`src/hdl/hrhp_pkg.sv`:
```
package hrhp_pkg;

  // input kinds
  localparam logic [1:0] KIND_BYTE  = 2'd0;
  localparam logic [1:0] KIND_START = 2'd1;
  localparam logic [1:0] KIND_CLOSE = 2'd2;

  // result roles
  localparam logic [1:0] ROLE_METHOD = 2'd0;
  localparam logic [1:0] ROLE_PATH   = 2'd1;
  localparam logic [1:0] ROLE_QUERY  = 2'd2;
  localparam logic [1:0] ROLE_STATUS = 2'd3;

  // status codes
  localparam logic [1:0] ST_OK     = 2'd0;
  localparam logic [1:0] ST_DISCON = 2'd1;
  localparam logic [1:0] ST_BADREQ = 2'd2;

  // token phase on the request line
  localparam logic [2:0] PH_LEAD   = 3'd0;
  localparam logic [2:0] PH_METHOD = 3'd1;
  localparam logic [2:0] PH_GAP    = 3'd2;
  localparam logic [2:0] PH_PATH   = 3'd3;
  localparam logic [2:0] PH_QUERY  = 3'd4;
  localparam logic [2:0] PH_DONE   = 3'd5;

  localparam logic [7:0] CH_LF    = 8'h0A;
  localparam logic [7:0] CH_CR    = 8'h0D;
  localparam logic [7:0] CH_SPACE = 8'h20;
  localparam logic [7:0] CH_QMARK = 8'h3F;
  localparam logic [7:0] CH_NUL   = 8'h00;

  localparam int KA_LEN = 22;
  localparam int MI_W   = $clog2(KA_LEN + 1);
  localparam logic [7:0] KA_TEXT [KA_LEN] = '{
    "C", "o", "n", "n", "e", "c", "t", "i", "o", "n", ":", " ",
    "k", "e", "e", "p", "-", "a", "l", "i", "v", "e"
  };

  // output queue
  localparam int QDEPTH = 4;
  localparam int QP_W   = $clog2(QDEPTH);
  localparam int QC_W   = $clog2(QDEPTH + 1);

  typedef struct packed {
    logic            first_line;
    logic            line_has_bytes;
    logic            cr_pending;
    logic            nul_seen;
    logic [2:0]      token_phase;
    logic [MI_W-1:0] match_index;
    logic            header_mismatch;
    logic            keep_alive_seen;
    logic            bad_request_seen;
    logic            finished;
  } st_t;

  typedef struct packed {
    logic [1:0] role;
    logic [7:0] out_byte;
    logic [1:0] status;
    logic       keep_alive;
    logic       last;
  } res_t;

  // up to two results per request
  typedef struct packed {
    logic [1:0] n;
    res_t       a;
    res_t       b;
  } push_t;

  typedef struct packed {
    st_t        st;
    logic       put;
    logic [1:0] role;
    logic [7:0] b;
  } lb_t;

  function automatic st_t st_reset();
    st_t s;
    s            = '0;
    s.first_line = 1'b1;
    return s;
  endfunction

  // one ordinary line byte
  function automatic lb_t line_byte(st_t s_in, logic [7:0] b);
    lb_t r;
    r      = '0;
    r.st   = s_in;
    r.b    = b;
    r.st.line_has_bytes = 1'b1;
    if (!s_in.nul_seen) begin
      if (b == CH_NUL) begin
        r.st.nul_seen = 1'b1;
      end else if (s_in.first_line) begin
        case (s_in.token_phase)
          PH_LEAD: begin
            if (b != CH_SPACE) begin
              r.st.token_phase = PH_METHOD;
              r.put            = 1'b1;
              r.role           = ROLE_METHOD;
            end
          end
          PH_METHOD: begin
            if (b == CH_SPACE) begin
              r.st.token_phase = PH_GAP;
            end else begin
              r.put  = 1'b1;
              r.role = ROLE_METHOD;
            end
          end
          PH_GAP: begin
            if (b == CH_QMARK) begin
              r.st.token_phase = PH_QUERY;
            end else if (b != CH_SPACE) begin
              r.st.token_phase = PH_PATH;
              r.put            = 1'b1;
              r.role           = ROLE_PATH;
            end
          end
          PH_PATH: begin
            if (b == CH_SPACE) begin
              r.st.token_phase = PH_DONE;
            end else if (b == CH_QMARK) begin
              r.st.token_phase = PH_QUERY;
            end else begin
              r.put  = 1'b1;
              r.role = ROLE_PATH;
            end
          end
          PH_QUERY: begin
            if (b == CH_SPACE) begin
              r.st.token_phase = PH_DONE;
            end else begin
              r.put  = 1'b1;
              r.role = ROLE_QUERY;
            end
          end
          default: ;
        endcase
      end else begin
        if ((s_in.match_index < MI_W'(KA_LEN)) && (b == KA_TEXT[s_in.match_index])) begin
          r.st.match_index = s_in.match_index + MI_W'(1);
        end else begin
          r.st.header_mismatch = 1'b1;
        end
      end
    end
    return r;
  endfunction

endpackage

```
`src/hdl/hrhp_core.sv`:
```
module hrhp_core
  import hrhp_pkg::*;
(
  input  logic       clk,
  input  logic       rst_n,
  input  logic       fire,
  input  logic [1:0] kind,
  input  logic [7:0] data_byte,
  output push_t      push
);

  st_t st_r, st_nxt;

  always_comb begin
    lb_t        r1;
    lb_t        r2;
    res_t       ra;
    res_t       rb;
    res_t       rs;
    logic       has_st;
    r1     = '0;
    r2     = '0;
    ra     = '0;
    rb     = '0;
    rs     = '0;
    has_st = 1'b0;
    st_nxt = st_r;
    if (kind == KIND_START) begin
      st_nxt = st_reset();
    end else if (kind == KIND_BYTE || kind == KIND_CLOSE) begin
      if (!st_r.finished) begin
        if (kind == KIND_CLOSE) begin
          st_nxt.cr_pending = 1'b0;
          has_st            = 1'b1;
          rs.status         = st_r.bad_request_seen ? ST_BADREQ : ST_DISCON;
        end else if (data_byte == CH_LF) begin
          st_nxt.cr_pending = 1'b0;
          if (!st_r.line_has_bytes) begin
            has_st    = 1'b1;
            rs.status = st_r.bad_request_seen ? ST_BADREQ : ST_OK;
          end else if (st_r.first_line) begin
            if (st_r.token_phase < PH_PATH) st_nxt.bad_request_seen = 1'b1;
          end else if (!st_r.header_mismatch && st_r.match_index == MI_W'(KA_LEN)) begin
            st_nxt.keep_alive_seen = 1'b1;
          end
          st_nxt.first_line      = 1'b0;
          st_nxt.line_has_bytes  = 1'b0;
          st_nxt.nul_seen        = 1'b0;
          st_nxt.match_index     = '0;
          st_nxt.header_mismatch = 1'b0;
        end else begin
          // a held CR not followed by LF is an ordinary byte
          if (st_r.cr_pending) begin
            st_nxt.cr_pending = 1'b0;
            r1     = line_byte(st_nxt, CH_CR);
            st_nxt = r1.st;
          end
          if (data_byte == CH_CR) begin
            st_nxt.cr_pending = 1'b1;
          end else begin
            r2     = line_byte(st_nxt, data_byte);
            st_nxt = r2.st;
          end
        end
        if (has_st) begin
          rs.role            = ROLE_STATUS;
          rs.keep_alive      = st_r.keep_alive_seen;
          st_nxt.finished    = 1'b1;
        end
      end
    end

    ra.role     = r1.role;
    ra.out_byte = r1.b;
    rb.role     = r2.role;
    rb.out_byte = r2.b;
    push = '0;
    if (has_st) begin
      push.n      = 2'd1;
      push.a      = rs;
      push.a.last = 1'b1;
    end else if (r1.put && r2.put) begin
      push.n      = 2'd2;
      push.a      = ra;
      push.b      = rb;
      push.b.last = 1'b1;
    end else if (r1.put) begin
      push.n      = 2'd1;
      push.a      = ra;
      push.a.last = 1'b1;
    end else if (r2.put) begin
      push.n      = 2'd1;
      push.a      = rb;
      push.a.last = 1'b1;
    end
    if (!fire) push.n = 2'd0;
  end

  always_ff @(posedge clk) begin
    if (!rst_n) begin
      st_r <= st_reset();
    end else if (fire) begin
      st_r <= st_nxt;
    end
  end

`ifndef SYNTHESIS
  a_status_finishes: assert property (@(posedge clk) disable iff (!rst_n)
    (push.n != 2'd0 && push.a.role == ROLE_STATUS) |=> st_r.finished)
    else $error("status sent but request not finished");
  a_match_range: assert property (@(posedge clk) disable iff (!rst_n)
    st_r.match_index <= MI_W'(KA_LEN))
    else $error("header match index out of range");
  a_quiet_when_done: assert property (@(posedge clk) disable iff (!rst_n)
    (fire && st_r.finished && kind != KIND_START) |-> push.n == 2'd0)
    else $error("result after finished request");
`endif

endmodule

```
`src/hdl/hrhp_fifo.sv`:
```
module hrhp_fifo
  import hrhp_pkg::*;
(
  input  logic  clk,
  input  logic  rst_n,
  input  push_t push,
  output logic  room,
  output logic  out_valid,
  output res_t  out_item,
  input  logic  out_ready
);

  res_t            q_mem [QDEPTH];
  logic [QP_W-1:0] wr_ptr_r, rd_ptr_r;
  logic [QC_W-1:0] cnt_r;
  logic            pop;

  assign out_valid = cnt_r != '0;
  assign out_item  = q_mem[rd_ptr_r];
  assign pop       = out_valid && out_ready;
  // room for the worst case of two results
  assign room      = cnt_r <= QC_W'(QDEPTH - 2);

  always_ff @(posedge clk) begin
    if (push.n != 2'd0) q_mem[wr_ptr_r] <= push.a;
    if (push.n == 2'd2) q_mem[wr_ptr_r + QP_W'(1)] <= push.b;
  end

  always_ff @(posedge clk) begin
    if (!rst_n) begin
      wr_ptr_r <= '0;
      rd_ptr_r <= '0;
      cnt_r    <= '0;
    end else begin
      wr_ptr_r <= wr_ptr_r + QP_W'(push.n);
      if (pop) rd_ptr_r <= rd_ptr_r + QP_W'(1);
      cnt_r <= cnt_r + QC_W'(push.n) - QC_W'(pop);
    end
  end

`ifndef SYNTHESIS
  a_no_overflow: assert property (@(posedge clk) disable iff (!rst_n)
    cnt_r <= QC_W'(QDEPTH))
    else $error("result queue overflow");
  a_push_fits: assert property (@(posedge clk) disable iff (!rst_n)
    (push.n != 2'd0) |-> (cnt_r + QC_W'(push.n) <= QC_W'(QDEPTH)))
    else $error("push without room");
`endif

endmodule

```
`src/hdl/http_request_head_parser.sv`:
```
// HTTP request head parser.
// Input channel (in_*): one request per cycle while in_tready is high; in_tuser
// is the kind (byte, start of a new request, peer close) and in_tdata the received byte.
// Output channel (out_*): method, path and query bytes of the request line
// as they arrive, then one end-of-request status (tuser = role). out_tlast
// marks the final result caused by one input request; a request may cause
// zero, one or two results (a held CR released as a line byte plus the
// new byte).
// Results are registered in the result queue before they reach the output.
// Throughput: one input request per cycle as long as the
// four-entry result queue has room for two more entries; a request that
// yields two results sends them to the output one after the other.
// Reset (rst_n low, synchronous): parser returns to the start of a request
// line and the result queue empties.
// When the receiver stalls, results wait in the queue and in_tready drops
// once fewer than two entries are free; nothing is lost.
module http_request_head_parser
  import hrhp_pkg::*;
(
  input  logic        clk,
  input  logic        rst_n,
  input  logic        in_tvalid,
  output logic        in_tready,
  input  logic [7:0]  in_tdata,   // [7:0] data_byte
  input  logic [1:0]  in_tuser,   // [1:0] kind
  output logic        out_tvalid,
  input  logic        out_tready,
  output logic [15:0] out_tdata,  // [7:0] out_byte, [9:8] status, [10] keep_alive
  output logic [1:0]  out_tuser,  // [1:0] role
  output logic        out_tlast
);

  logic  fire;
  logic  room;
  push_t push;
  res_t  head;

  assign in_tready = room;
  assign fire      = in_tvalid && in_tready;

  // per-request parse state and result generation
  hrhp_core u_core (
    .clk       (clk),
    .rst_n     (rst_n),
    .fire      (fire),
    .kind      (in_tuser),
    .data_byte (in_tdata),
    .push      (push)
  );

  // result queue decouples the two sides
  hrhp_fifo u_fifo (
    .clk       (clk),
    .rst_n     (rst_n),
    .push      (push),
    .room      (room),
    .out_valid (out_tvalid),
    .out_item  (head),
    .out_ready (out_tready)
  );

  assign out_tdata = {5'd0, head.keep_alive, head.status, head.out_byte};
  assign out_tuser = head.role;
  assign out_tlast = head.last;

endmodule
```
`config.mk`:
```
export PLATFORM = sky130hd
export DESIGN_NAME = http_request_head_parser
export DESIGN_NICKNAME = d
export VERILOG_FILES = /design/src/hdl/hrhp_pkg.sv /design/src/hdl/hrhp_core.sv /design/src/hdl/hrhp_fifo.sv /design/src/hdl/http_request_head_parser.sv
export SDC_FILE = /design/constraint.sdc
export NUM_CORES = 1
export LEC_CHECK = 0
export ABC_AREA = 1
export BUFFER_PORTS_ARGS = -buffer_cell sky130_fd_sc_hd__buf_2
export CAP_MARGIN = 25
export CORE_MARGIN = 2
export CORE_UTILIZATION = 61
export DETAILED_ROUTE_END_ITERATION = 7
export GPL_TIMING_DRIVEN = 0
export PLACE_DENSITY = 0.8
export SETUP_SLACK_MARGIN = 0.02
export SYNTH_ARGS = -nofsm -noshare
export SYNTH_HDL_FRONTEND = slang
export SYNTH_SLANG_ARGS = --single-unit
```
`constraint.sdc`:
```
create_clock -name clk -period 4 [get_ports clk]
set_input_delay 0.8 -clock clk [delete_from_list [all_inputs] [get_ports clk]]
set_output_delay 0.8 -clock clk [all_outputs]
set_load 0.005 [all_outputs]
```
==> results of run 1 <==
cell usage in the layout, fill, tap and decap left out, types with 5 or more instances in the layout:
cell type and n:
nor3_1 9, nand2_2 8, buf_4 6, inv_2 14, nor2_1 79, ha_1 17, a21oi_1 38, nand4_1 9
edfxtp_1 44, o21ai_0 43, clkbuf_1 10, nand2_4 9, o22ai_1 14, o21ai_1 14, dfxtp_1 37, nand2_1 160
inv_1 68, clkbuf_8 9, nand3_1 61, buf_2 31, conb_1 5
cell type report:
cell class                 instances  share of cell area [%]
clock inverter                     7                    1.03
tap                              105                    2.34
inverter                          89                    6.21
multi-input combinational        504                    47.1
buffer                            19                    1.72
clock buffer                       9                    2.21
timing repair buffer              29                    2.59
sequential                        81                    36.8
power by group through the flow:
stage | logic [mW] | clock network, mW | registers [mW]
after floorplan | 0.367 | 0 | 0.954
after global placement | 0.518 | 0 | 0.963
after detailed placement | 0.540 | 0 | 0.964
after CTS | 0.542 | 0.557 | 0.945
after global routing | 0.614 | 0.591 | 0.951
final | 0.540 | 0.557 | 0.947
flip-flops by register name (all words and copies together), names as in the netlist, named ones only:
register	flops
u_fifo.q_mem	56
u_core.st_r	16
u_fifo.cnt_r	3
u_fifo.rd_ptr_r	2
u_fifo.wr_ptr_r	2
per-layer routing:
layer / GRT usage [%] / wire, um
met3: 5.38 / 1110
met2: 48.8 / 5950
met1: 35.6 / 4950
met4: 8.93 / 253
met5: 0 / 0
worst max-delay path, stage by stage:
cell     delay (ns)
buf_2          0.13
inv_1          0.11
nand2_1        0.09
nor3_1         0.23
nand4_1        0.26
inv_2          0.15
nor2_2         0.06
nand2_1        0.10
nand3_1        0.09
nand2_2        0.16
inv_1          0.07
ha_1           0.33
inv_1          0.08
nand2_4        0.08
nand2_4        0.07
nand2_4        0.11
inv_6          0.07
nor2_8         0.15
inv_2          0.10
nand2_1        0.40
worst paths after layout:
| kind | from | to | cells after the start |
|---|---|---|---|
| worst max-delay path | in_tdata[0] | u_fifo.q_mem[1][7] | 20 |
| worst min register to register | u_fifo.rd_ptr_r[1] | flop | 2 |
| worst min-delay path | u_fifo.rd_ptr_r[1] | flop | 2 |
| worst max register to register | u_core.st_r[0] | u_fifo.q_mem[1][7] | 18 |
repair_timing:
item / 4_1_cts / 5_1_grt
hold endpoints to repair: 0 / 0
setup endpoints to repair: 0 / 18
buffers inserted: 0 / 0
resized for setup: 0 / 3
through the flow:
| step | total power [mW] | util [%] | instances |
|---|---|---|---|
| after floorplan | 1.32 | - | 693 |
| after global placement | 1.48 | 66.2 | 827 |
| after detailed placement | 1.50 | 66.2 | 827 |
| after CTS | 2.04 | 68.4 | 843 |
| after global routing | 2.16 | 68.5 | 843 |
| final | 2.04 | 68.5 | 843 |
logic make-up (layout without fill, tap and decap cells):
group	after synthesis	count (layout)
AOI/OAI and AO/OA	124	124
xor gates and xnor gates	4	4
adders and majority gates	18	18
buffers and inverters	108	153
DFF	81	81
other	1	5
and+or+nand+nor	353	353
==> results.toml, run 1 <==
[run_status]
status = "finished, final reports clean"

[synth]
synth-main-ff-cell = "edfxtp_1"
avgSynthCellArea_um2 = 7.43
synth_xor_area_share_pct = 0.684
syn_area_um2 = 5120
yosys.area_share.simple_pct = 32.5
synth-edff-count = 44
yosys_warnings = 0
ys_types = 45
synth.area.top_cells = "edfxtp_1, dfxtp_1, nand2_1, nand3_1, nor2_1"
synth_common_cells = "nand2_1, nor2_1, inv_1"
synth_top_family_by_area = "simple AND/OR/NAND/NOR gates"
async_flop_share_pct = 0
yosysMostFrequentCell = "nand2_1"
ys_ff_latch = 81
yosysSeqAreaShare_pct = 40.3
synth_top_area_cell = "edfxtp_1"
synth.area.mux_share_pct = 0
synth-compound-area-share_pct = 13.3
synth_top_area_share_pct = 25.8
syn_inst = 689
synthAdderAreaFrac_pct = 4.54

[finish]
register_area_um2 = 2060
fill_cells = 715
stdcell_area_um2 = 5600
syn_to_final_growth_pct = 9.38
drive_above_1_share_pct = 14.2
multiInputGateArea_um2 = 2640
num_antenna_cells = 0
final_nets = 765

[placed_design]
port_buffers = 29
gp_congestion = 0.932
dp_slack_ns = -0.00301
place_area_um2 = 5410
place_hpwl_mm = 9.39

[clock_tree]
cts_made_buffers = 9
path_clk_slew_ns = 0.09
h-tree-depth = 3
cts_buffer_depth = 2
cts.sinks = 81
clockRootBuffer = "clkbuf_8"
hold_buffers = 0
cts_tree = "done"
clk_latency_ns = 0.36

[sta]
finalSetupViolations = 0
fin_setup_tns_ns = 0
max_freq_mhz = 272
fin_crit_ns = 3.67
min_period_over_period_pct = 91.8
rsz0062_at_grt = "no"
whs_ns = 0.456
final-hold-violation-count = 0
clock_skew_ns = 0.0128
slew_viol_final = 0
timing.final.ws_setup_ns = 0.329
slew_headroom_pct = 54.3
tightest_slew_ns = 0.680

[route]
drc = 0
num_vias = 4765
drt_iter0_drc = 362
avgRoutedWirePerCell_um = 14.5
routed_wl_mm = 12.3
viasPerCell = 5.65
dr.pass1.iters = 5
ant_nets = 0

[pwr]
power.share.switching_pct = 34.2
p_clk_share_pct = 27.3
leakagePower_nw = 2.53
p_sw_mw = 0.700
combPwrFrac_pct = 26.4
pwr-share-seq_pct = 46.3
internal_power_mw = 1.34
irDropWorstVdd_uv = 169
power.density_nw_per_um2 = 365

[setup_path]
r2r_setup_slack_ns = 0.99
worstPathRequired_ns = 3.99
end_kind = "flop"
cp.arrival_ns = 3.66
cp_max_fo = 11
critical_path_class = "in -> reg"
critPathLaunchType = "input pin"

[worst_hold_path]
hold_path.class = "reg -> reg"

[global_route]
grt_max_degree = 17
grt_pass1_vias = 4314
antenna_found_initial = 0
grt_pass1_wl_mm = 20.0
grt_use_total_pct = 28.2
grt-ovfl-total = 0

[floorplan]
num_rows = 33
io_pins = 35
core_area_um2 = 8180
initial_utilization_pct = 62.7
die_area_um2 = 9150
die_w_um = 95.6
die_h_um = 95.6

[job]
cap_violations = 0
Power figures use the tool's default switching activity.
==> run 2, diff against run 1 <==
--- a/config.mk
+++ b/config.mk
@@ -8,7 +8,7 @@
 export ABC_AREA = 1
 export BUFFER_PORTS_ARGS = -buffer_cell sky130_fd_sc_hd__buf_2
 export CAP_MARGIN = 25
-export CORE_MARGIN = 2
+export CORE_MARGIN = 4
 export CORE_UTILIZATION = 61
 export DETAILED_ROUTE_END_ITERATION = 7
 export GPL_TIMING_DRIVEN = 0
==> run 2 against run 1 <==
Fmax fell by 0.52%. Sequential power about the same. Critical path depth shrank 1. Clock skew fell by 0.00069 ns. Flip-flop and latch count unchanged. Routed wire length is 5.3% higher. Count of clock-buffer cells in the layout increased by 2. Final area rose by 0.38%. Register-to-register slack worse by 0.16 ns. Global-route usage shrank 1.2 points. Via count grew 2.1%. Clock power up 11%. Largest power group unchanged. Highest routed layer unchanged.
==> results.toml, run 2 (synthesis gave the netlist of run 1 again) <==
[finish]
final_cell_mix = "nand2_1, nor2_1, inv_1"
final_common_cell = "nand2_1"
largestRegisters = "u_fifo.q_mem: 56 flops, u_core.st_r: 16 flops, u_fifo.cnt_r: 3 flops"
final_cells = 843
top_register = "u_fifo.q_mem"
largest_reg_flops = 56
num_antenna_cells = 0
syn_to_final_growth_pct = 9.79
drive_above_1_share_pct = 14.1
final_nets = 765

[pwr]
p_sw_mw = 0.716
power.density_nw_per_um2 = 376
leakagePower_nw = 2.54
combPwrFrac_pct = 25.9
power.share.switching_pct = 33.9
internal_power_mw = 1.40
irDropWorstVdd_uv = 175
pwr-share-seq_pct = 44.8
p_clk_share_pct = 29.4

[global_route]
busiest_layer = "met2"
grt-ovfl-total = 0
grt_max_degree = 16
grt_use_total_pct = 27.0
gr-usage-met3_pct = 4.98
grt_pass1_vias = 4547
grt_use_met1_pct = 33.1
use_met2_pct = 46.4
antenna_found_initial = 0
grt_pass1_wl_mm = 21.3

[clock_tree]
post_cts_buffers = 0
cts_buffer_depth = 2
cts_resized = 0
hold_buffers = 0
cts_tree = "done"
clockRootBuffer = "clkbuf_8"
path_clk_slew_ns = 0.09
cts.sinks = 81
cts_made_buffers = 9
clk_latency_ns = 0.37
h-tree-depth = 3

[setup_path]
path_cells = "buf_2 -> inv_1 -> ha_1 -> nor2_1 -> inv_1 -> nor2_1 -> nand2_1 -> inv_2 -> nand2_4 -> nor2_1 -> nand2_2 -> inv_1 -> ha_1 -> nand3_4 -> nor2_4 -> inv_4 -> nor2_4 -> inv_2 -> nand2_1"
worstPathRequired_ns = 4.00
r2r-end = "u_fifo.q_mem[2][10]"
critPathLaunchType = "input pin"
cp_max_fo = 11
setup.worst_path.start = "in_tuser[1]"
end_kind = "flop"
cp.arrival_ns = 3.69
critical_path_class = "in -> reg"
rr_worst_depth = 16
r2r_setup_slack_ns = 0.83
cpPeakStageDelay_ns = 0.44
critical_path_buf_inv_count = 7
cp_top_family = "simple AND/OR/NAND/NOR gates"
cp_slowest_cell = "nand2_1"
rr_startpoint = "u_core.st_r[0]"

[sta]
min_period_over_period_pct = 92.3
fin_crit_ns = 3.69
clock_skew_ns = 0.0121
rsz0062_at_grt = "no"
tightest_slew_ns = 0.676
finalSetupViolations = 0
whs_ns = 0.468
slew_headroom_pct = 54.6
final-hold-violation-count = 0
max_freq_mhz = 271
slew_viol_final = 0

[worst_hold_path]
hold_path.class = "reg -> reg"
min_from = "u_fifo.rd_ptr_r[1]"
holdPathStages = 2

[route]
ant_nets = 0
drt_iter0_drc = 415
dr.pass1.iters = 8
drc = 0
routed_wl_mm = 12.9
avgRoutedWirePerCell_um = 15.3
num_vias = 4865
viasPerCell = 5.77

[floorplan]
num_rows = 33
core_area_um2 = 8180
initial_utilization_pct = 62.7
die_h_um = 99.6
die_w_um = 99.6
io_pins = 35
die_area_um2 = 9930

[placed_design]
gp_congestion = 0.894
port_buffers = 29
dp_cells = 827
place_hpwl_mm = 9.66

[job]
cap_violations = 0

[run_status]
status = "finished, final reports clean"
-- run 2: worst reg2reg max path: stages, from the launching register on --
cell and delay (ns):
dfxtp_1 0.36, nor2_1 0.11, inv_1 0.11, nor2_1 0.14, nand2_1 0.08, inv_2 0.08
nand2_4 0.07, nor2_1 0.22, nand2_2 0.17, inv_1 0.09, ha_1 0.23, nand3_4 0.15
nor2_4 0.15, inv_4 0.07, nor2_4 0.18, inv_2 0.15, nand2_1 0.44
-- run 2: worst max path at each step --
stage | endpoint | cells past startpoint
after floorplan | u_fifo.cnt_r[2] | 18
after global placement | u_fifo.q_mem[3][10] | 19
after detailed placement | u_fifo.q_mem[3][10] | 19
after CTS | u_fifo.q_mem[0][6] | 19
after global routing | u_fifo.q_mem[2][10] | 19
final | u_fifo.q_mem[2][10] | 19
-- run 2: layer usage --
layer,part of all wire (%),wire length [um],up-vias
li1,-,-,2369
met1,38,4930,2168
met2,49,6360,285
met3,9.3,1210,43
met4,3.3,425,0
met5,0,0,-
-- run 2: final cells by class --
| class | instances | area, um^2 |
|---|---|---|
| clock buffers | 11 | 163 |
| inverters | 89 | 348 |
| clock inverters | 5 | 42.5 |
| fillers | 719 | 2550 |
| multi-input cells | 504 | 2640 |
| repair buffers | 29 | 145 |
| well taps | 105 | 131 |
| plain buffers | 19 | 96.3 |
| flip-flops and latches | 81 | 2060 |
-- run 2: per-stage QoR --
step | setup WS, ns | area, um^2 | power (mW) | util, % | setup TNS (ns)
finish | 0.310 | 5620 | 2.11 | 68.8 | 0
global route | 0.0489 | 5620 | 2.22 | 68.8 | 0
CTS | 0.338 | 5620 | 2.11 | 68.7 | 0
detailed placement | -0.0260 | 5410 | 1.50 | 66.2 | -0.413
global placement | 0.0176 | 5410 | 1.48 | 66.2 | 0
floorplan | 0.594 | 5140 | 1.32 | - | 0
-- run 2: power by group through the flow --
| stage | logic (mW) | clock network [mW] | registers (mW) |
|---|---|---|---|
| 2_1_floorplan | 0.367 | 0 | 0.954 |
| 3_3_place_gp | 0.521 | 0 | 0.962 |
| 3_5_place_dp | 0.539 | 0 | 0.964 |
| 4_1_cts | 0.542 | 0.620 | 0.946 |
| 5_1_grt | 0.608 | 0.661 | 0.953 |
| 6_report | 0.546 | 0.621 | 0.946 |
